`src/kfpv_pkg.sv`:
```
// Package for the two-state position/velocity Kalman filter.
// Holds fixed-point formats, codes, micro-program ROM and saturating helpers.
// No dependencies.
`default_nettype none

package kfpv_pkg;

    localparam int VALUE_FRAC_BITS = 16;
    localparam int COV_FRAC_BITS   = 24;
    localparam int COV_WIDTH       = 48;
    localparam int WIDE            = 64;
    localparam int CONV_SHIFT      = COV_FRAC_BITS - VALUE_FRAC_BITS;
    localparam int DIV_BITS        = WIDE + COV_FRAC_BITS;
    localparam int DIV_CNT_W       = $clog2(DIV_BITS);
    localparam int PC_W            = 7;

    localparam logic signed [WIDE-1:0] WIDE_MAX = 64'sh7FFF_FFFF_FFFF_FFFF;
    localparam logic signed [WIDE-1:0] WIDE_MIN = 64'sh8000_0000_0000_0000;
    localparam logic signed [WIDE-1:0] ONE_COV  = 64'sd1 <<< COV_FRAC_BITS;
    localparam logic signed [WIDE-1:0] VAL_MAX  = 64'sh0000_0000_7FFF_FFFF;
    localparam logic signed [WIDE-1:0] VAL_MIN  = 64'shFFFF_FFFF_8000_0000;
    localparam logic signed [WIDE-1:0] COV_MAX  = (64'sd1 <<< (COV_WIDTH - 1)) - 64'sd1;
    localparam logic signed [WIDE-1:0] COV_MIN  = -COV_MAX - 64'sd1;
    localparam logic signed [COV_WIDTH-1:0] COV_INIT =
        COV_WIDTH'(64'sd1000 <<< COV_FRAC_BITS);

    // Input operation codes
    localparam logic [1:0] OP_PREDICT = 2'd0;
    localparam logic [1:0] OP_CORRECT = 2'd1;
    localparam logic [1:0] OP_RESET   = 2'd2;

    // Configuration register indexes
    localparam logic [2:0] CFG_DT = 3'd0;
    localparam logic [2:0] CFG_QA = 3'd1;
    localparam logic [2:0] CFG_RN = 3'd2;
    localparam logic [2:0] CFG_GS = 3'd3;
    localparam logic [2:0] CFG_JM = 3'd4;

    typedef enum logic [3:0] {
        U_END  = 4'd0,
        U_MUL  = 4'd1,
        U_DIV  = 4'd2,
        U_ADD  = 4'd3,
        U_SUB  = 4'd4,
        U_NEG  = 4'd5,
        U_SHR1 = 4'd6,
        U_SHR2 = 4'd7,
        U_MAX1 = 4'd8,
        U_STX  = 4'd9,
        U_STP  = 4'd10,
        U_BGZ  = 4'd11,
        U_BJ0  = 4'd12,
        U_JMP  = 4'd13,
        U_GATE = 4'd14
    } t_uop;

    typedef logic [4:0] t_src;

    // Scratch registers
    localparam t_src W0 = 5'd0,  W1 = 5'd1,  W2 = 5'd2,  W3 = 5'd3;
    localparam t_src W4 = 5'd4,  W5 = 5'd5,  W6 = 5'd6,  W7 = 5'd7;
    localparam t_src W8 = 5'd8,  W9 = 5'd9,  W10 = 5'd10, W11 = 5'd11;
    localparam t_src W12 = 5'd12, W13 = 5'd13, W14 = 5'd14, W15 = 5'd15;
    // Operands taken from config, state or input, in covariance format
    localparam t_src S_DT  = 5'd16, S_QA  = 5'd17, S_RN  = 5'd18, S_GS  = 5'd19;
    localparam t_src S_XP  = 5'd20, S_XV  = 5'd21, S_Z   = 5'd22, S_P00 = 5'd23;
    localparam t_src S_P01 = 5'd24, S_P10 = 5'd25, S_P11 = 5'd26, S_ONE = 5'd27;
    // Store targets
    localparam t_src D_POS = 5'd0, D_VEL = 5'd1;
    localparam t_src D_P00 = 5'd0, D_P01 = 5'd1, D_P10 = 5'd2, D_P11 = 5'd3;

    localparam logic [PC_W-1:0] PC_PREDICT = 7'd0;
    localparam logic [PC_W-1:0] PC_CORRECT = 7'd34;
    localparam logic [PC_W-1:0] PC_KGAIN   = 7'd42;
    localparam logic [PC_W-1:0] PC_STORE   = 7'd75;
    localparam logic [PC_W-1:0] PC_STD     = 7'd80;

    typedef struct packed {
        t_uop            op;
        t_src            dst;
        t_src            a;
        t_src            b;
        logic [PC_W-1:0] tgt;
    } t_uins;

    typedef struct packed {
        logic signed [WIDE-1:0] v;
        logic                   clip;
    } t_res;

    function automatic t_uins mk(t_uop op, t_src d, t_src a, t_src b);
        t_uins u;
        u.op  = op;
        u.dst = d;
        u.a   = a;
        u.b   = b;
        u.tgt = '0;
        return u;
    endfunction

    function automatic t_uins mkj(t_uop op, logic [PC_W-1:0] tgt);
        t_uins u;
        u     = mk(op, W0, W0, W0);
        u.tgt = tgt;
        return u;
    endfunction

    // Micro-program: predict, then correct with Joseph and standard tails
    function automatic t_uins f_prog(logic [PC_W-1:0] pc);
        t_uins u;
        case (pc)
            // predict
            7'd0:  u = mk(U_MUL,  W0,  S_DT,  S_DT);
            7'd1:  u = mk(U_MUL,  W1,  W0,    S_DT);
            7'd2:  u = mk(U_MUL,  W2,  W0,    W0);
            7'd3:  u = mk(U_MUL,  W3,  W2,    S_QA);
            7'd4:  u = mk(U_SHR2, W3,  W3,    W3);
            7'd5:  u = mk(U_MUL,  W4,  W1,    S_QA);
            7'd6:  u = mk(U_SHR1, W4,  W4,    W4);
            7'd7:  u = mk(U_MUL,  W5,  W0,    S_QA);
            7'd8:  u = mk(U_SHR1, W6,  W0,    W0);
            7'd9:  u = mk(U_MUL,  W7,  S_DT,  S_XV);
            7'd10: u = mk(U_ADD,  W7,  S_XP,  W7);
            7'd11: u = mk(U_MUL,  W8,  W6,    S_Z);
            7'd12: u = mk(U_ADD,  W7,  W7,    W8);
            7'd13: u = mk(U_MUL,  W8,  S_DT,  S_Z);
            7'd14: u = mk(U_ADD,  W8,  S_XV,  W8);
            7'd15: u = mk(U_STX,  D_POS, W7,  W7);
            7'd16: u = mk(U_STX,  D_VEL, W8,  W8);
            7'd17: u = mk(U_MUL,  W9,  S_DT,  S_P10);
            7'd18: u = mk(U_ADD,  W9,  S_P00, W9);
            7'd19: u = mk(U_MUL,  W10, S_DT,  S_P11);
            7'd20: u = mk(U_ADD,  W10, S_P01, W10);
            7'd21: u = mk(U_MUL,  W11, W10,   S_DT);
            7'd22: u = mk(U_ADD,  W11, W9,    W11);
            7'd23: u = mk(U_ADD,  W11, W11,   W3);
            7'd24: u = mk(U_ADD,  W12, W10,   W4);
            7'd25: u = mk(U_MUL,  W13, S_P11, S_DT);
            7'd26: u = mk(U_ADD,  W13, S_P10, W13);
            7'd27: u = mk(U_ADD,  W13, W13,   W4);
            7'd28: u = mk(U_ADD,  W14, S_P11, W5);
            7'd29: u = mk(U_STP,  D_P00, W11, W11);
            7'd30: u = mk(U_STP,  D_P01, W12, W12);
            7'd31: u = mk(U_STP,  D_P10, W13, W13);
            7'd32: u = mk(U_STP,  D_P11, W14, W14);
            7'd33: u = mkj(U_END, '0);
            // correct: innovation, S and optional gate
            7'd34: u = mk(U_SUB,  W0,  S_Z,   S_XP);
            7'd35: u = mk(U_ADD,  W1,  S_P00, S_RN);
            7'd36: u = mk(U_MAX1, W1,  W1,    W1);
            7'd37: u = mkj(U_BGZ, PC_KGAIN);
            7'd38: u = mk(U_MUL,  W2,  W0,    W0);
            7'd39: u = mk(U_MUL,  W3,  S_GS,  S_GS);
            7'd40: u = mk(U_MUL,  W3,  W3,    W1);
            7'd41: u = mk(U_GATE, W0,  W2,    W3);
            // gain and state update
            7'd42: u = mk(U_DIV,  W4,  S_P00, W1);
            7'd43: u = mk(U_DIV,  W5,  S_P10, W1);
            7'd44: u = mk(U_MUL,  W6,  W4,    W0);
            7'd45: u = mk(U_ADD,  W6,  S_XP,  W6);
            7'd46: u = mk(U_STX,  D_POS, W6,  W6);
            7'd47: u = mk(U_MUL,  W7,  W5,    W0);
            7'd48: u = mk(U_ADD,  W7,  S_XV,  W7);
            7'd49: u = mk(U_STX,  D_VEL, W7,  W7);
            7'd50: u = mk(U_SUB,  W8,  S_ONE, W4);
            7'd51: u = mk(U_NEG,  W9,  W5,    W5);
            7'd52: u = mkj(U_BJ0, PC_STD);
            // Joseph form
            7'd53: u = mk(U_MUL,  W10, W8,    S_P00);
            7'd54: u = mk(U_MUL,  W11, W8,    S_P01);
            7'd55: u = mk(U_MUL,  W12, W9,    S_P00);
            7'd56: u = mk(U_ADD,  W12, W12,   S_P10);
            7'd57: u = mk(U_MUL,  W13, W9,    S_P01);
            7'd58: u = mk(U_ADD,  W13, W13,   S_P11);
            7'd59: u = mk(U_MUL,  W14, W4,    S_RN);
            7'd60: u = mk(U_MUL,  W15, W5,    S_RN);
            7'd61: u = mk(U_MUL,  W2,  W10,   W8);
            7'd62: u = mk(U_MUL,  W3,  W14,   W4);
            7'd63: u = mk(U_ADD,  W2,  W2,    W3);
            7'd64: u = mk(U_MUL,  W3,  W10,   W9);
            7'd65: u = mk(U_ADD,  W3,  W3,    W11);
            7'd66: u = mk(U_MUL,  W6,  W14,   W5);
            7'd67: u = mk(U_ADD,  W3,  W3,    W6);
            7'd68: u = mk(U_MUL,  W6,  W12,   W8);
            7'd69: u = mk(U_MUL,  W7,  W15,   W4);
            7'd70: u = mk(U_ADD,  W6,  W6,    W7);
            7'd71: u = mk(U_MUL,  W7,  W12,   W9);
            7'd72: u = mk(U_ADD,  W7,  W7,    W13);
            7'd73: u = mk(U_MUL,  W10, W15,   W5);
            7'd74: u = mk(U_ADD,  W7,  W7,    W10);
            7'd75: u = mk(U_STP,  D_P00, W2,  W2);
            7'd76: u = mk(U_STP,  D_P01, W3,  W3);
            7'd77: u = mk(U_STP,  D_P10, W6,  W6);
            7'd78: u = mk(U_STP,  D_P11, W7,  W7);
            7'd79: u = mkj(U_END, '0);
            // standard form
            7'd80: u = mk(U_MUL,  W2,  W8,    S_P00);
            7'd81: u = mk(U_MUL,  W3,  W8,    S_P01);
            7'd82: u = mk(U_MUL,  W6,  W9,    S_P00);
            7'd83: u = mk(U_ADD,  W6,  W6,    S_P10);
            7'd84: u = mk(U_MUL,  W7,  W9,    S_P01);
            7'd85: u = mk(U_ADD,  W7,  W7,    S_P11);
            7'd86: u = mkj(U_JMP, PC_STORE);
            default: u = mkj(U_END, '0);
        endcase
        return u;
    endfunction

    function automatic t_res f_sat_add(logic signed [WIDE-1:0] a, logic signed [WIDE-1:0] b);
        logic signed [WIDE:0] s;
        t_res r;
        s      = (WIDE+1)'(a) + (WIDE+1)'(b);
        r.v    = s[WIDE-1:0];
        r.clip = 1'b0;
        if (s > (WIDE+1)'(WIDE_MAX)) begin
            r.v    = WIDE_MAX;
            r.clip = 1'b1;
        end else if (s < -(WIDE+1)'(WIDE_MAX)) begin
            r.v    = -WIDE_MAX;
            r.clip = 1'b1;
        end
        return r;
    endfunction

    function automatic logic signed [WIDE-1:0] f_sat_neg(logic signed [WIDE-1:0] a);
        return (a == WIDE_MIN) ? WIDE_MAX : -a;
    endfunction

    // Covariance format back to Q16.16 with floor shift and 32-bit clamp
    function automatic t_res f_to_value(logic signed [WIDE-1:0] x);
        logic signed [WIDE-1:0] t;
        t_res r;
        t      = x >>> CONV_SHIFT;
        r.v    = t;
        r.clip = 1'b0;
        if (t > VAL_MAX) begin
            r.v    = VAL_MAX;
            r.clip = 1'b1;
        end else if (t < VAL_MIN) begin
            r.v    = VAL_MIN;
            r.clip = 1'b1;
        end
        return r;
    endfunction

    function automatic t_res f_clamp_cov(logic signed [WIDE-1:0] x);
        t_res r;
        r.v    = x;
        r.clip = 1'b0;
        if (x > COV_MAX) begin
            r.v    = COV_MAX;
            r.clip = 1'b1;
        end else if (x < COV_MIN) begin
            r.v    = COV_MIN;
            r.clip = 1'b1;
        end
        return r;
    endfunction

endpackage

`default_nettype wire

```
`src/kfpv_mul.sv`:
```
// Sequential fixed-point multiplier: 64x64 magnitude product from four
// 32x32 partial products, scaled by COV_FRAC_BITS and saturated. Uses kfpv_pkg.
`default_nettype none

module kfpv_mul import kfpv_pkg::*; (
    input  wire logic                   i_clk,
    input  wire logic                   i_rst_n,
    input  wire logic                   i_start,
    input  wire logic signed [WIDE-1:0] i_a,
    input  wire logic signed [WIDE-1:0] i_b,
    output logic                        o_done,
    output t_res                        o_res
);

    logic [WIDE-1:0]   r_ua, r_ub;
    logic              r_neg;
    logic [2*WIDE-1:0] r_acc;
    logic [1:0]        r_cnt;
    logic              r_busy, r_done;

    logic [31:0]       w_pa, w_pb;
    logic [63:0]       w_pp;
    logic [1:0]        w_sel;
    logic [2*WIDE-1:0] w_term, w_shr;
    logic              w_ovf;
    logic [WIDE-1:0]   w_mag;

    always_comb begin
        w_pa   = r_cnt[1] ? r_ua[63:32] : r_ua[31:0];
        w_pb   = r_cnt[0] ? r_ub[63:32] : r_ub[31:0];
        w_pp   = w_pa * w_pb;
        w_sel  = 2'(r_cnt[1]) + 2'(r_cnt[0]);
        w_term = {64'b0, w_pp} << {w_sel, 5'b0};
        w_shr  = r_acc >> COV_FRAC_BITS;
        w_ovf  = |w_shr[2*WIDE-1:WIDE-1];
        w_mag  = w_ovf ? WIDE_MAX : w_shr[WIDE-1:0];
        o_res.v    = r_neg ? -w_mag : w_mag;
        o_res.clip = w_ovf;
        o_done     = r_done;
    end

    always_ff @(posedge i_clk) begin
        if (!i_rst_n) begin
            r_busy <= 1'b0;
            r_done <= 1'b0;
            r_cnt  <= '0;
        end else begin
            r_done <= 1'b0;
            if (i_start) begin
                r_busy <= 1'b1;
                r_cnt  <= '0;
            end else if (r_busy) begin
                r_cnt <= r_cnt + 2'd1;
                if (r_cnt == 2'd3) begin
                    r_busy <= 1'b0;
                    r_done <= 1'b1;
                end
            end
        end
    end

    always_ff @(posedge i_clk) begin
        if (i_start) begin
            r_ua  <= i_a[WIDE-1] ? -i_a : i_a;
            r_ub  <= i_b[WIDE-1] ? -i_b : i_b;
            r_neg <= i_a[WIDE-1] ^ i_b[WIDE-1];
            r_acc <= '0;
        end else if (r_busy) begin
            r_acc <= r_acc + w_term;
        end
    end

endmodule

`default_nettype wire

```
`config.mk`:
```
export PLATFORM = sky130hd
export DESIGN_NAME = kfpv_mul
export DESIGN_NICKNAME = d
export VERILOG_FILES = /design/src/kfpv_pkg.sv /design/src/kfpv_mul.sv
export SDC_FILE = /design/constraint.sdc
export NUM_CORES = 2
export LEC_CHECK = 0
export ABC_CLOCK_PERIOD_IN_PS = 24100
export BUFFER_PORTS_ARGS = -buffer_cell sky130_fd_sc_hd__buf_2
export CAP_MARGIN = 15
export CORE_ASPECT_RATIO = 0.9
export CORE_MARGIN = 2
export CORE_UTILIZATION = 47
export DETAILED_ROUTE_END_ITERATION = 10
export HOLD_SLACK_MARGIN = 0.08
export PLACE_DENSITY_LB_ADDON = 0.12
export SLEW_MARGIN = 40
export SYNTH_ARGS = -nofsm -noshare
export SYNTH_HDL_FRONTEND = slang
export SYNTH_SLANG_ARGS = --single-unit
```
`constraint.sdc`:
```
create_clock -name i_clk -period 24.1 [get_ports i_clk]
set_clock_uncertainty 0.2 [all_clocks]
set_input_delay 1.205 -clock i_clk [delete_from_list [all_inputs] [get_ports i_clk]]
set_output_delay 1.205 -clock i_clk [all_outputs]
set_load 0.01 [all_outputs]
```
==> flow_metrics.py <==
metrics = {
    "setup_path": {
        "startpoint_type": "flip-flop",
        "critical_path_required_ns": 24.41,
        "arrival_ns": 14.52,
        "crit_fanout": 48,
        "crit_type": "flip-flop to flip-flop",
        "max_stage_delay_ns": 0.83,
        "slowest_stage": "or4b_2",
        "end_kind": "flip-flop",
        "path_common_cell": "fa_1",
    },
    "yosys": {
        "avgSynthCellArea_um2": 8.379,
        "synth-async-reset-ratio_pct": 0,
        "syn_inst": 6634,
        "synth.ff_latch_count": 261,
        "synth_fp_nets": 8056,
        "synth-seq-area-share_pct": 11.72,
        "synth.distinct_cells": 81,
        "synth_edf_count": 129,
        "ys.flop_type": "dfxtp_1",
        "yosys_warnings": 0,
        "synth_area_um2": 55580,
    },
    "place": {
        "io_buffers": 196,
        "dp_hpwl_um": 173900,
        "gp_congestion": 1.054,
    },
    "global_route": {
        "grt-ovfl-total": 0,
        "grt_pass1_vias": 47880,
        "grt_pass1_wl_um": 310800,
        "grt_max_degree": 66,
        "antenna_found_initial": 5,
        "grt_util_all_layers_pct": 34.46,
    },
    "clock_tree": {
        "cts_resized": 0,
        "path_clk_slew_ns": 0.07,
        "cts_sinks": 261,
        "root_buffer": "clkbuf_16",
        "cts_tree": "done",
        "cts_hold_buf": 0,
        "cts_buffer_depth": 3,
        "h-tree-depth": 2,
        "cts_made_buffers": 36,
        "clkLatencyLatePin_ns": 0.62,
        "post_cts_buffers": 0,
    },
    "drt": {
        "drt_iter0_drc": 5083,
        "wl_um": 209800,
        "vias_per_cell": 5.920,
        "drt_first_pass_iters": 7,
        "postRouteAntennaNets": 0,
        "vias": 48650,
        "wl_per_cell_um": 25.53,
        "drc": 0,
    },
    "floorplanning": {
        "coreArea_um2": 117200,
        "chipHeight_um": 330.3,
        "dieArea_um2": 121000,
        "dieWidth_um": 366.5,
        "start_util_pct": 47.44,
        "io_pins": 197,
        "rows": 119,
    },
    "finish": {
        "drive_gt1_share_pct": 8.266,
        "regArea_um2": 6528,
        "layout_commonest_cell": "nor2_1",
        "nFillCells": 11400,
        "final_cell_mix": "nor2_1, inv_1, fa_1, nand2_1, ha_1",
        "area_growth_syn_to_layout_pct": 7.275,
        "multi_input_area_um2": 44650,
        "nNetsFinal": 8038,
    },
    "flow_run": {
        "drv_cap": 0,
    },
    "sta": {
        "tightestPinTransition_ns": 0.9142,
        "max_freq_mhz": 70.35,
        "maxSlewHeadroom_pct": 38.64,
        "layout_min_cycle_time_ns": 14.21,
        "rsz0062_at_grt": "false",
        "setup_tns_ns": 0,
        "final_max_slew_viol_count": 0,
        "hold_viol": 0,
        "setup_viol": 0,
        "period_share_pct": 58.98,
    },
    "status": {
        "status": "complete, no violations",
    },
    "hold_path": {
        "hold_class": "flip-flop to flip-flop",
    },
}
## cell families after synthesis
| family | synth area share (%) |
|---|---|
| adder cells (fa/ha/maj) | 41.18 |
| AND/OR/NAND/NOR | 17.07 |
| multiplexers | 3.908 |
| buffers and inverters | 8.569 |
| flip-flops | 11.72 |
| AO/OA/AOI/OAI | 12.37 |
| XOR/XNOR | 5.184 |
## critical path, delay by kind of cell, from the launching register on
family                   cells  cell delay [ns]
AO/OA/AOI/OAI               12             3.43
XOR/XNOR                     1             0.18
flip-flops                   1             0.50
multiplexers                 1             0.33
adder cells (fa/ha/maj)     10             4.88
buffers and inverters        4             1.12
AND/OR/NAND/NOR              9             3.26
## cell usage after synthesis, types with 28 or more instances
| library cell | instances | area [um^2] |
|---|---|---|
| nand3_1 | 45 | 225.2 |
| o31ai_1 | 50 | 375.4 |
| dfxtp_1 | 132 | 2643 |
| or3_1 | 41 | 256.5 |
| a21oi_1 | 287 | 1436 |
| o21a_1 | 29 | 217.7 |
| clkbuf_1 | 337 | 1265 |
| mux2_2 | 64 | 720.7 |
| mux2i_1 | 145 | 1451 |
| nor3_1 | 78 | 390.4 |
| nor2_1 | 953 | 3577 |
| nand2b_1 | 29 | 181.4 |
| or4_1 | 28 | 210.2 |
| o22ai_1 | 46 | 287.8 |
| xnor2_1 | 224 | 1962 |
| ha_1 | 394 | 4930 |
| nor4_1 | 35 | 219.0 |
| o21bai_1 | 59 | 442.9 |
| fa_1 | 897 | 17960 |
| o21ai_0 | 275 | 1376 |
| edfxtp_1 | 129 | 3874 |
| a21o_1 | 123 | 923.4 |
| nand4_1 | 100 | 625.6 |
| nand2_1 | 743 | 2789 |
| inv_1 | 901 | 3382 |
| xor2_1 | 105 | 919.6 |
| and2_1 | 46 | 287.8 |
## metrics by stage
step	instance area, um^2	utilization (%)	setup WS (ns)	std cells	hold WS, ns
final	59630	50.89	9.885	8217	0.2742
after global routing	59620	50.88	9.488	8215	0.3176
after CTS	59570	50.83	10.20	8214	0.2810
after detailed placement	58340	49.78	10.25	8150	0.2741
after global placement	58230	49.69	9.660	8149	0.2657
after floorplan	55580	-	12.46	6634	0.2504
## final timing paths
path                               start    endpoint  slack [ns]  depth (start not counted)
worst max-delay path            r_cnt[0]  r_acc[127]        9.89                         37
worst min-delay path            r_acc[4]    r_acc[4]        0.27                          2
worst max register to register  r_cnt[0]  r_acc[127]        9.89                         37
worst min register to register  r_acc[4]    r_acc[4]        0.27                          2
## area by class of cell
class,instances,share of cell area (%)
multi-input cells,5107,74.87
flip-flops and latches,261,10.95
inverters,902,5.678
well taps,1573,3.301
repair buffers,308,3.129
clock buffers,41,1.628
clock inverters,23,0.4344
diodes,2,0.008393
## layer usage
layer  vias up  GRT usage [%]  wire, um
met5         -              0         0
met4         0          10.02      6599
met3       324          6.938     20260
met2      2117          50.39     88460
met1     24630          51.43     94480
li1      21580              -         -
## sequential cells by signal, summed over array words and instances, names as in the netlist
signal and count:
o_done 1, r_busy 1, r_neg 1, r_ub 64
r_acc 128, r_cnt 2, r_ua 64
Power is left out: the tool's default activity adds up to more than one toggle a clock period on the data nets, which glitch-free logic cannot reach.
