===== config.mk =====
export PLATFORM = sky130hd
export DESIGN_NAME = kfpv_div
export DESIGN_NICKNAME = d
export VERILOG_FILES = /design/src/kfpv_pkg.sv /design/src/kfpv_div.sv
export SDC_FILE = /design/constraint.sdc
export NUM_CORES = 1
export LEC_CHECK = 0
export BUFFER_PORTS_ARGS = -buffer_cell sky130_fd_sc_hd__buf_2
export CAP_MARGIN = 40
export CORE_MARGIN = 2
export CORE_UTILIZATION = 50
export DETAILED_ROUTE_END_ITERATION = 10
export GPL_TIMING_DRIVEN = 0
export PLACE_DENSITY = 0.7
export SKIP_CTS_REPAIR_TIMING = 1
export SLEW_MARGIN = 40
export SYNTH_ARGS = -nofsm -noshare
export SYNTH_HDL_FRONTEND = slang
export SYNTH_SLANG_ARGS = --single-unit

===== constraint.sdc =====
create_clock -name i_clk -period 4.5 [get_ports i_clk]
set_input_delay 0.225 -clock i_clk [delete_from_list [all_inputs] [get_ports i_clk]]
set_output_delay 0.225 -clock i_clk [all_outputs]
set_load 0.02 [all_outputs]

===== src/kfpv_pkg.sv =====
// Package for the two-state position/velocity Kalman filter.
// Holds fixed-point formats, codes, micro-program ROM and saturating helpers.
// No dependencies.
`default_nettype none

package kfpv_pkg;

    localparam int VALUE_FRAC_BITS = 16;
    localparam int COV_FRAC_BITS   = 24;
    localparam int COV_WIDTH       = 48;
    localparam int WIDE            = 64;
    localparam int CONV_SHIFT      = COV_FRAC_BITS - VALUE_FRAC_BITS;
    localparam int DIV_BITS        = WIDE + COV_FRAC_BITS;
    localparam int DIV_CNT_W       = $clog2(DIV_BITS);
    localparam int PC_W            = 7;

    localparam logic signed [WIDE-1:0] WIDE_MAX = 64'sh7FFF_FFFF_FFFF_FFFF;
    localparam logic signed [WIDE-1:0] WIDE_MIN = 64'sh8000_0000_0000_0000;
    localparam logic signed [WIDE-1:0] ONE_COV  = 64'sd1 <<< COV_FRAC_BITS;
    localparam logic signed [WIDE-1:0] VAL_MAX  = 64'sh0000_0000_7FFF_FFFF;
    localparam logic signed [WIDE-1:0] VAL_MIN  = 64'shFFFF_FFFF_8000_0000;
    localparam logic signed [WIDE-1:0] COV_MAX  = (64'sd1 <<< (COV_WIDTH - 1)) - 64'sd1;
    localparam logic signed [WIDE-1:0] COV_MIN  = -COV_MAX - 64'sd1;
    localparam logic signed [COV_WIDTH-1:0] COV_INIT =
        COV_WIDTH'(64'sd1000 <<< COV_FRAC_BITS);

    // Input operation codes
    localparam logic [1:0] OP_PREDICT = 2'd0;
    localparam logic [1:0] OP_CORRECT = 2'd1;
    localparam logic [1:0] OP_RESET   = 2'd2;

    // Configuration register indexes
    localparam logic [2:0] CFG_DT = 3'd0;
    localparam logic [2:0] CFG_QA = 3'd1;
    localparam logic [2:0] CFG_RN = 3'd2;
    localparam logic [2:0] CFG_GS = 3'd3;
    localparam logic [2:0] CFG_JM = 3'd4;

    typedef enum logic [3:0] {
        U_END  = 4'd0,
        U_MUL  = 4'd1,
        U_DIV  = 4'd2,
        U_ADD  = 4'd3,
        U_SUB  = 4'd4,
        U_NEG  = 4'd5,
        U_SHR1 = 4'd6,
        U_SHR2 = 4'd7,
        U_MAX1 = 4'd8,
        U_STX  = 4'd9,
        U_STP  = 4'd10,
        U_BGZ  = 4'd11,
        U_BJ0  = 4'd12,
        U_JMP  = 4'd13,
        U_GATE = 4'd14
    } t_uop;

    typedef logic [4:0] t_src;

    // Scratch registers
    localparam t_src W0 = 5'd0,  W1 = 5'd1,  W2 = 5'd2,  W3 = 5'd3;
    localparam t_src W4 = 5'd4,  W5 = 5'd5,  W6 = 5'd6,  W7 = 5'd7;
    localparam t_src W8 = 5'd8,  W9 = 5'd9,  W10 = 5'd10, W11 = 5'd11;
    localparam t_src W12 = 5'd12, W13 = 5'd13, W14 = 5'd14, W15 = 5'd15;
    // Operands taken from config, state or input, in covariance format
    localparam t_src S_DT  = 5'd16, S_QA  = 5'd17, S_RN  = 5'd18, S_GS  = 5'd19;
    localparam t_src S_XP  = 5'd20, S_XV  = 5'd21, S_Z   = 5'd22, S_P00 = 5'd23;
    localparam t_src S_P01 = 5'd24, S_P10 = 5'd25, S_P11 = 5'd26, S_ONE = 5'd27;
    // Store targets
    localparam t_src D_POS = 5'd0, D_VEL = 5'd1;
    localparam t_src D_P00 = 5'd0, D_P01 = 5'd1, D_P10 = 5'd2, D_P11 = 5'd3;

    localparam logic [PC_W-1:0] PC_PREDICT = 7'd0;
    localparam logic [PC_W-1:0] PC_CORRECT = 7'd34;
    localparam logic [PC_W-1:0] PC_KGAIN   = 7'd42;
    localparam logic [PC_W-1:0] PC_STORE   = 7'd75;
    localparam logic [PC_W-1:0] PC_STD     = 7'd80;

    typedef struct packed {
        t_uop            op;
        t_src            dst;
        t_src            a;
        t_src            b;
        logic [PC_W-1:0] tgt;
    } t_uins;

    typedef struct packed {
        logic signed [WIDE-1:0] v;
        logic                   clip;
    } t_res;

    function automatic t_uins mk(t_uop op, t_src d, t_src a, t_src b);
        t_uins u;
        u.op  = op;
        u.dst = d;
        u.a   = a;
        u.b   = b;
        u.tgt = '0;
        return u;
    endfunction

    function automatic t_uins mkj(t_uop op, logic [PC_W-1:0] tgt);
        t_uins u;
        u     = mk(op, W0, W0, W0);
        u.tgt = tgt;
        return u;
    endfunction

    // Micro-program: predict, then correct with Joseph and standard tails
    function automatic t_uins f_prog(logic [PC_W-1:0] pc);
        t_uins u;
        case (pc)
            // predict
            7'd0:  u = mk(U_MUL,  W0,  S_DT,  S_DT);
            7'd1:  u = mk(U_MUL,  W1,  W0,    S_DT);
            7'd2:  u = mk(U_MUL,  W2,  W0,    W0);
            7'd3:  u = mk(U_MUL,  W3,  W2,    S_QA);
            7'd4:  u = mk(U_SHR2, W3,  W3,    W3);
            7'd5:  u = mk(U_MUL,  W4,  W1,    S_QA);
            7'd6:  u = mk(U_SHR1, W4,  W4,    W4);
            7'd7:  u = mk(U_MUL,  W5,  W0,    S_QA);
            7'd8:  u = mk(U_SHR1, W6,  W0,    W0);
            7'd9:  u = mk(U_MUL,  W7,  S_DT,  S_XV);
            7'd10: u = mk(U_ADD,  W7,  S_XP,  W7);
            7'd11: u = mk(U_MUL,  W8,  W6,    S_Z);
            7'd12: u = mk(U_ADD,  W7,  W7,    W8);
            7'd13: u = mk(U_MUL,  W8,  S_DT,  S_Z);
            7'd14: u = mk(U_ADD,  W8,  S_XV,  W8);
            7'd15: u = mk(U_STX,  D_POS, W7,  W7);
            7'd16: u = mk(U_STX,  D_VEL, W8,  W8);
            7'd17: u = mk(U_MUL,  W9,  S_DT,  S_P10);
            7'd18: u = mk(U_ADD,  W9,  S_P00, W9);
            7'd19: u = mk(U_MUL,  W10, S_DT,  S_P11);
            7'd20: u = mk(U_ADD,  W10, S_P01, W10);
            7'd21: u = mk(U_MUL,  W11, W10,   S_DT);
            7'd22: u = mk(U_ADD,  W11, W9,    W11);
            7'd23: u = mk(U_ADD,  W11, W11,   W3);
            7'd24: u = mk(U_ADD,  W12, W10,   W4);
            7'd25: u = mk(U_MUL,  W13, S_P11, S_DT);
            7'd26: u = mk(U_ADD,  W13, S_P10, W13);
            7'd27: u = mk(U_ADD,  W13, W13,   W4);
            7'd28: u = mk(U_ADD,  W14, S_P11, W5);
            7'd29: u = mk(U_STP,  D_P00, W11, W11);
            7'd30: u = mk(U_STP,  D_P01, W12, W12);
            7'd31: u = mk(U_STP,  D_P10, W13, W13);
            7'd32: u = mk(U_STP,  D_P11, W14, W14);
            7'd33: u = mkj(U_END, '0);
            // correct: innovation, S and optional gate
            7'd34: u = mk(U_SUB,  W0,  S_Z,   S_XP);
            7'd35: u = mk(U_ADD,  W1,  S_P00, S_RN);
            7'd36: u = mk(U_MAX1, W1,  W1,    W1);
            7'd37: u = mkj(U_BGZ, PC_KGAIN);
            7'd38: u = mk(U_MUL,  W2,  W0,    W0);
            7'd39: u = mk(U_MUL,  W3,  S_GS,  S_GS);
            7'd40: u = mk(U_MUL,  W3,  W3,    W1);
            7'd41: u = mk(U_GATE, W0,  W2,    W3);
            // gain and state update
            7'd42: u = mk(U_DIV,  W4,  S_P00, W1);
            7'd43: u = mk(U_DIV,  W5,  S_P10, W1);
            7'd44: u = mk(U_MUL,  W6,  W4,    W0);
            7'd45: u = mk(U_ADD,  W6,  S_XP,  W6);
            7'd46: u = mk(U_STX,  D_POS, W6,  W6);
            7'd47: u = mk(U_MUL,  W7,  W5,    W0);
            7'd48: u = mk(U_ADD,  W7,  S_XV,  W7);
            7'd49: u = mk(U_STX,  D_VEL, W7,  W7);
            7'd50: u = mk(U_SUB,  W8,  S_ONE, W4);
            7'd51: u = mk(U_NEG,  W9,  W5,    W5);
            7'd52: u = mkj(U_BJ0, PC_STD);
            // Joseph form
            7'd53: u = mk(U_MUL,  W10, W8,    S_P00);
            7'd54: u = mk(U_MUL,  W11, W8,    S_P01);
            7'd55: u = mk(U_MUL,  W12, W9,    S_P00);
            7'd56: u = mk(U_ADD,  W12, W12,   S_P10);
            7'd57: u = mk(U_MUL,  W13, W9,    S_P01);
            7'd58: u = mk(U_ADD,  W13, W13,   S_P11);
            7'd59: u = mk(U_MUL,  W14, W4,    S_RN);
            7'd60: u = mk(U_MUL,  W15, W5,    S_RN);
            7'd61: u = mk(U_MUL,  W2,  W10,   W8);
            7'd62: u = mk(U_MUL,  W3,  W14,   W4);
            7'd63: u = mk(U_ADD,  W2,  W2,    W3);
            7'd64: u = mk(U_MUL,  W3,  W10,   W9);
            7'd65: u = mk(U_ADD,  W3,  W3,    W11);
            7'd66: u = mk(U_MUL,  W6,  W14,   W5);
            7'd67: u = mk(U_ADD,  W3,  W3,    W6);
            7'd68: u = mk(U_MUL,  W6,  W12,   W8);
            7'd69: u = mk(U_MUL,  W7,  W15,   W4);
            7'd70: u = mk(U_ADD,  W6,  W6,    W7);
            7'd71: u = mk(U_MUL,  W7,  W12,   W9);
            7'd72: u = mk(U_ADD,  W7,  W7,    W13);
            7'd73: u = mk(U_MUL,  W10, W15,   W5);
            7'd74: u = mk(U_ADD,  W7,  W7,    W10);
            7'd75: u = mk(U_STP,  D_P00, W2,  W2);
            7'd76: u = mk(U_STP,  D_P01, W3,  W3);
            7'd77: u = mk(U_STP,  D_P10, W6,  W6);
            7'd78: u = mk(U_STP,  D_P11, W7,  W7);
            7'd79: u = mkj(U_END, '0);
            // standard form
            7'd80: u = mk(U_MUL,  W2,  W8,    S_P00);
            7'd81: u = mk(U_MUL,  W3,  W8,    S_P01);
            7'd82: u = mk(U_MUL,  W6,  W9,    S_P00);
            7'd83: u = mk(U_ADD,  W6,  W6,    S_P10);
            7'd84: u = mk(U_MUL,  W7,  W9,    S_P01);
            7'd85: u = mk(U_ADD,  W7,  W7,    S_P11);
            7'd86: u = mkj(U_JMP, PC_STORE);
            default: u = mkj(U_END, '0);
        endcase
        return u;
    endfunction

    function automatic t_res f_sat_add(logic signed [WIDE-1:0] a, logic signed [WIDE-1:0] b);
        logic signed [WIDE:0] s;
        t_res r;
        s      = (WIDE+1)'(a) + (WIDE+1)'(b);
        r.v    = s[WIDE-1:0];
        r.clip = 1'b0;
        if (s > (WIDE+1)'(WIDE_MAX)) begin
            r.v    = WIDE_MAX;
            r.clip = 1'b1;
        end else if (s < -(WIDE+1)'(WIDE_MAX)) begin
            r.v    = -WIDE_MAX;
            r.clip = 1'b1;
        end
        return r;
    endfunction

    function automatic logic signed [WIDE-1:0] f_sat_neg(logic signed [WIDE-1:0] a);
        return (a == WIDE_MIN) ? WIDE_MAX : -a;
    endfunction

    // Covariance format back to Q16.16 with floor shift and 32-bit clamp
    function automatic t_res f_to_value(logic signed [WIDE-1:0] x);
        logic signed [WIDE-1:0] t;
        t_res r;
        t      = x >>> CONV_SHIFT;
        r.v    = t;
        r.clip = 1'b0;
        if (t > VAL_MAX) begin
            r.v    = VAL_MAX;
            r.clip = 1'b1;
        end else if (t < VAL_MIN) begin
            r.v    = VAL_MIN;
            r.clip = 1'b1;
        end
        return r;
    endfunction

    function automatic t_res f_clamp_cov(logic signed [WIDE-1:0] x);
        t_res r;
        r.v    = x;
        r.clip = 1'b0;
        if (x > COV_MAX) begin
            r.v    = COV_MAX;
            r.clip = 1'b1;
        end else if (x < COV_MIN) begin
            r.v    = COV_MIN;
            r.clip = 1'b1;
        end
        return r;
    endfunction

endpackage

`default_nettype wire


===== src/kfpv_div.sv =====
// Bit-serial restoring divider: (|p| << COV_FRAC_BITS) / s, one quotient bit
// per cycle, truncating toward zero and saturating. Uses kfpv_pkg.
`default_nettype none

module kfpv_div import kfpv_pkg::*; (
    input  wire logic                   i_clk,
    input  wire logic                   i_rst_n,
    input  wire logic                   i_start,
    input  wire logic signed [WIDE-1:0] i_a,
    input  wire logic signed [WIDE-1:0] i_b,
    output logic                        o_done,
    output t_res                        o_res
);

    logic [DIV_BITS-1:0]  r_num, r_q;
    logic [WIDE-1:0]      r_den, r_rem;
    logic [DIV_CNT_W-1:0] r_cnt;
    logic                 r_neg, r_busy, r_done;

    logic [WIDE:0]        w_rsh, w_rnx;
    logic                 w_ge, w_ovf;
    logic [WIDE-1:0]      w_mag, w_ua;

    always_comb begin
        w_ua  = i_a[WIDE-1] ? -i_a : i_a;
        w_rsh = {r_rem, r_num[DIV_BITS-1]};
        w_ge  = w_rsh >= {1'b0, r_den};
        w_rnx = w_ge ? (w_rsh - {1'b0, r_den}) : w_rsh;
        w_ovf = |r_q[DIV_BITS-1:WIDE-1];
        w_mag = w_ovf ? WIDE_MAX : {1'b0, r_q[WIDE-2:0]};
        o_res.v    = r_neg ? -w_mag : w_mag;
        o_res.clip = w_ovf;
        o_done     = r_done;
    end

    always_ff @(posedge i_clk) begin
        if (!i_rst_n) begin
            r_busy <= 1'b0;
            r_done <= 1'b0;
            r_cnt  <= '0;
        end else begin
            r_done <= 1'b0;
            if (i_start) begin
                r_busy <= 1'b1;
                r_cnt  <= '0;
            end else if (r_busy) begin
                r_cnt <= r_cnt + 1'b1;
                if (r_cnt == DIV_CNT_W'(DIV_BITS - 1)) begin
                    r_busy <= 1'b0;
                    r_done <= 1'b1;
                end
            end
        end
    end

    always_ff @(posedge i_clk) begin
        if (i_start) begin
            r_num <= {w_ua, COV_FRAC_BITS'(0)};
            r_den <= i_b;
            r_rem <= '0;
            r_q   <= '0;
            r_neg <= i_a[WIDE-1];
        end else if (r_busy) begin
            r_num <= r_num << 1;
            r_rem <= w_rnx[WIDE-1:0];
            r_q   <= {r_q[DIV_BITS-2:0], w_ge};
        end
    end

endmodule

`default_nettype wire


==> flow_summary.ini <==
[critical_path]
critical-path-top-delay-family = simple AND/OR/NAND/NOR gates
critical_path_depth = 18
r2r_end = r_rem[63]
crit_path_start_kind = register
cp_data_required_time_ns = 4.28
worst-path-max-fanout = 5
crit_buf_inv = 4
worstSetupPathType = register to output pin
reg2regPathDepth = 12
arrival_ns = 4.38
rrSetupSlack_ns = 0.17
worstReg2RegStart = r_rem[20]
crit_path_end_kind = output pin
critPathMaxStageDelay_ns = 0.35
slowest_stage = dfxtp_1
cp_cell_sequence = nor4_4, nand3_2, nor2_4, clkinvlp_4, buf_6, buf_12, nor2_4, ha_4, nand4b_1, nor3_2, nand4_1, or2_4, or2_4, nor3_4, nand3_2, o21ai_2, xor2_1, buf_4

[yosys]
syn_avg_cell_area_um2 = 8.59
synthFlopType = dfxtp_1
ys_seq_elements = 290
ys_seq_area_share_pct = 39.5
async_flop_share_pct = 0
yosys_warnings = 0
yosysUniqueCellTypes = 77
syn_inst = 2090
syn_nets = 2289
synth-edff-count = 129
syn-cell-area_um2 = 17900

[final_layout]
multi_input_area_um2 = 10300
fin_nets = 2613
drive_above_1_share_pct = 14.6
seq_area_um2 = 7100
area_growth_syn_to_layout_pct = 22.0
utilization_pct = 61.7
layout_common_cells = nor2_1 (328), buf_2 (193), a21oi_1 (180)
layout.cells.non_filler = 2901
layout_commonest_cell = nor2_1
n_fill_cell = 3127

[detailed_routing]
ant_nets = 0
wl_per_cell_um = 18.6
drt-initial-drc-count = 1400
via_per_inst = 5.85
first_pass_iters = 6
num_vias = 17000
wl_mm = 54.1
drc = 0

[floorplan]
start_util_pct = 50.6
fp.dieH_um = 193
die-area_um2 = 37400
placeableCoreArea_um2 = 35500
num_rows = 69
die_w_um = 193
io_pins = 197

[hold_path]
min_path_type = primary input to register
hold_depth = 3
holdPathEnd = r_num[53]
min-delay-start = i_a[29]

[sta]
postLayoutSetupSlackWorst_ns = -0.101
max-slew-margin-rel_pct = 42.3
drv_slew = 0
hold_viol = 0
max_freq_mhz = 217
finalClockSkew_ns = 0.0212
fin_crit_ns = 4.60
setup_viol = 3
worst_slew_pin_slew_ns = 0.866
rsz0062_at_grt = true
fin_crit_sh_pct = 102
whs_ns = 0.0815

[clock_network]
clk_pin_slew_ns = 0.06
insertion_delay_ns = 0.54
cts_tree = built
cts.sinks = 290
cts_root_buf = clkbuf_16
cts_buffers = 35
h-tree-depth = 2
clockBufferDepth = 3

[global_routing]
grt_pass1_wl_mm = 83.2
track_usage_pct = 27.5
grt-ovfl-total = 0
first_global_vias = 15700
antenna_found_initial = 2
grt_max_degree = 46

[pwr]
leakagePower_nw = 9.18
irDropWorstVdd_mv = 0.353
power.density_nw_per_um2 = 334

[placement]
dp_hpwl_mm = 38.8
portBuffers = 196
post-place-cells = 2749
gp_congestion = 0.936

[run_status]
status = finished with violations
violations = negative setup slack

[job]
max_cap_viol_count = 0
-- cells by family after synthesis --
| group | count (synthesis) | share of synthesized area [%] |
|---|---|---|
| flops | 290 | 39.5 |
| fa+ha+maj | 68 | 4.78 |
| mux | 106 | 5.95 |
| buf+inv | 211 | 4.44 |
| simple gates | 714 | 18.4 |
| compound gates | 547 | 19.4 |
| xor+xnor | 154 | 7.52 |
-- synth_stat cells, types with 6 or more instances --
library cell / number / area, um^2
o41ai_1: 11 / 96.3
nand4b_1: 6 / 52.6
buf_1: 8 / 30.0
edfxtp_1: 129 / 3870
o211a_1: 6 / 60.1
nor3_1: 40 / 200
o311ai_0: 16 / 140
nand2b_1: 10 / 62.6
a32oi_1: 14 / 123
a21oi_1: 180 / 901
nor4_1: 23 / 144
dfxtp_1: 161 / 3220
mux2_2: 6 / 67.6
ha_1: 67 / 838
a31oi_1: 8 / 50.1
xor2_1: 110 / 963
nand3_1: 25 / 125
and3_1: 10 / 62.6
a21o_1: 34 / 255
mux2i_1: 100 / 1000
o21ai_0: 125 / 626
clkbuf_1: 115 / 432
a211oi_1: 29 / 218
inv_1: 84 / 315
nor2_1: 331 / 1240
o211ai_1: 15 / 113
o31ai_1: 32 / 240
nand4_1: 34 / 213
o21a_1: 8 / 60.1
xnor2_1: 44 / 385
nor2b_1: 9 / 56.3
and2_1: 8 / 50.1
o21bai_1: 14 / 105
nand2_1: 146 / 548
or2_2: 8 / 50.1
or4_1: 18 / 135
or3_1: 23 / 144
a22o_1: 9 / 78.8
-- worst min-delay path: cells and delay by family --
family | cells | cell delay (ns)
AOI/OAI and AO/OA | 1 | 0.13
buffers and inverters | 1 | 0.09
xor gates and xnor gates | 1 | 0.06
-- how the worst max path moves through the flow --
| stage | start | endpoint | slack (ns) |
|---|---|---|---|
| finish | r_q[81] | o_res[61] | -0.10 |
| global route | r_q[69] | o_res[61] | -0.25 |
| detailed placement | r_q[86] | o_res[61] | -1.31 |
| global placement | r_q[86] | o_res[61] | -1.30 |
| floorplan | r_q[66] | o_res[61] | 0.10 |
| CTS | r_q[87] | o_res[61] | -1.91 |
-- cell type report --
class | count | area share (%)
Tap cell | 461 | 2.63
Antenna cell | 1 | 0.0114
Inverter | 86 | 1.50
Clock inverter | 12 | 0.509
Timing Repair Buffer | 287 | 8.55
Sequential cell | 290 | 32.4
Multi-Input combinational cell | 1589 | 47.1
Clock buffer | 50 | 4.91
Buffer | 125 | 2.31
-- metrics by stage --
step	TNS [ns]	setup WS, ns	instance area, um^2	total power [mW]
final	-0.153	-0.101	21900	7.30
after global routing	-1.01	-0.254	21900	7.61
after CTS	-38.14	-1.91	20700	7.25
after detailed placement	-18.11	-1.31	19600	4.32
after global placement	-28.36	-1.30	19500	4.30
after floorplan	0	0.103	17900	3.90
-- report_power, final --
group | switching, mW | internal [mW] | total [mW]
Sequential | 0.0664 | 2.92 | 2.99
Combinational | 0.870 | 0.528 | 1.40
Clock | 1.14 | 1.78 | 2.92
-- flip-flops by register name, indices dropped and copies added (netlist names) --
register and cells:
r_busy 1, r_q 88, r_neg 1, r_rem 64
r_den 64, o_done 1, r_cnt 7, r_num 64
-- routing by layer --
metal / up-vias / wire [um] / part of all wire [%] / GRT usage, %
met1: 7994 / 24300 / 45 / 39.1
met2: 681 / 24300 / 45 / 42.2
met5: - / 13 / 0.024 / 0
met4: 2 / 1380 / 2.6 / 8.62
met3: 98 / 4140 / 7.6 / 5.13
li1: 8205 / - / - / -
(Power assumes the default switching activity.)
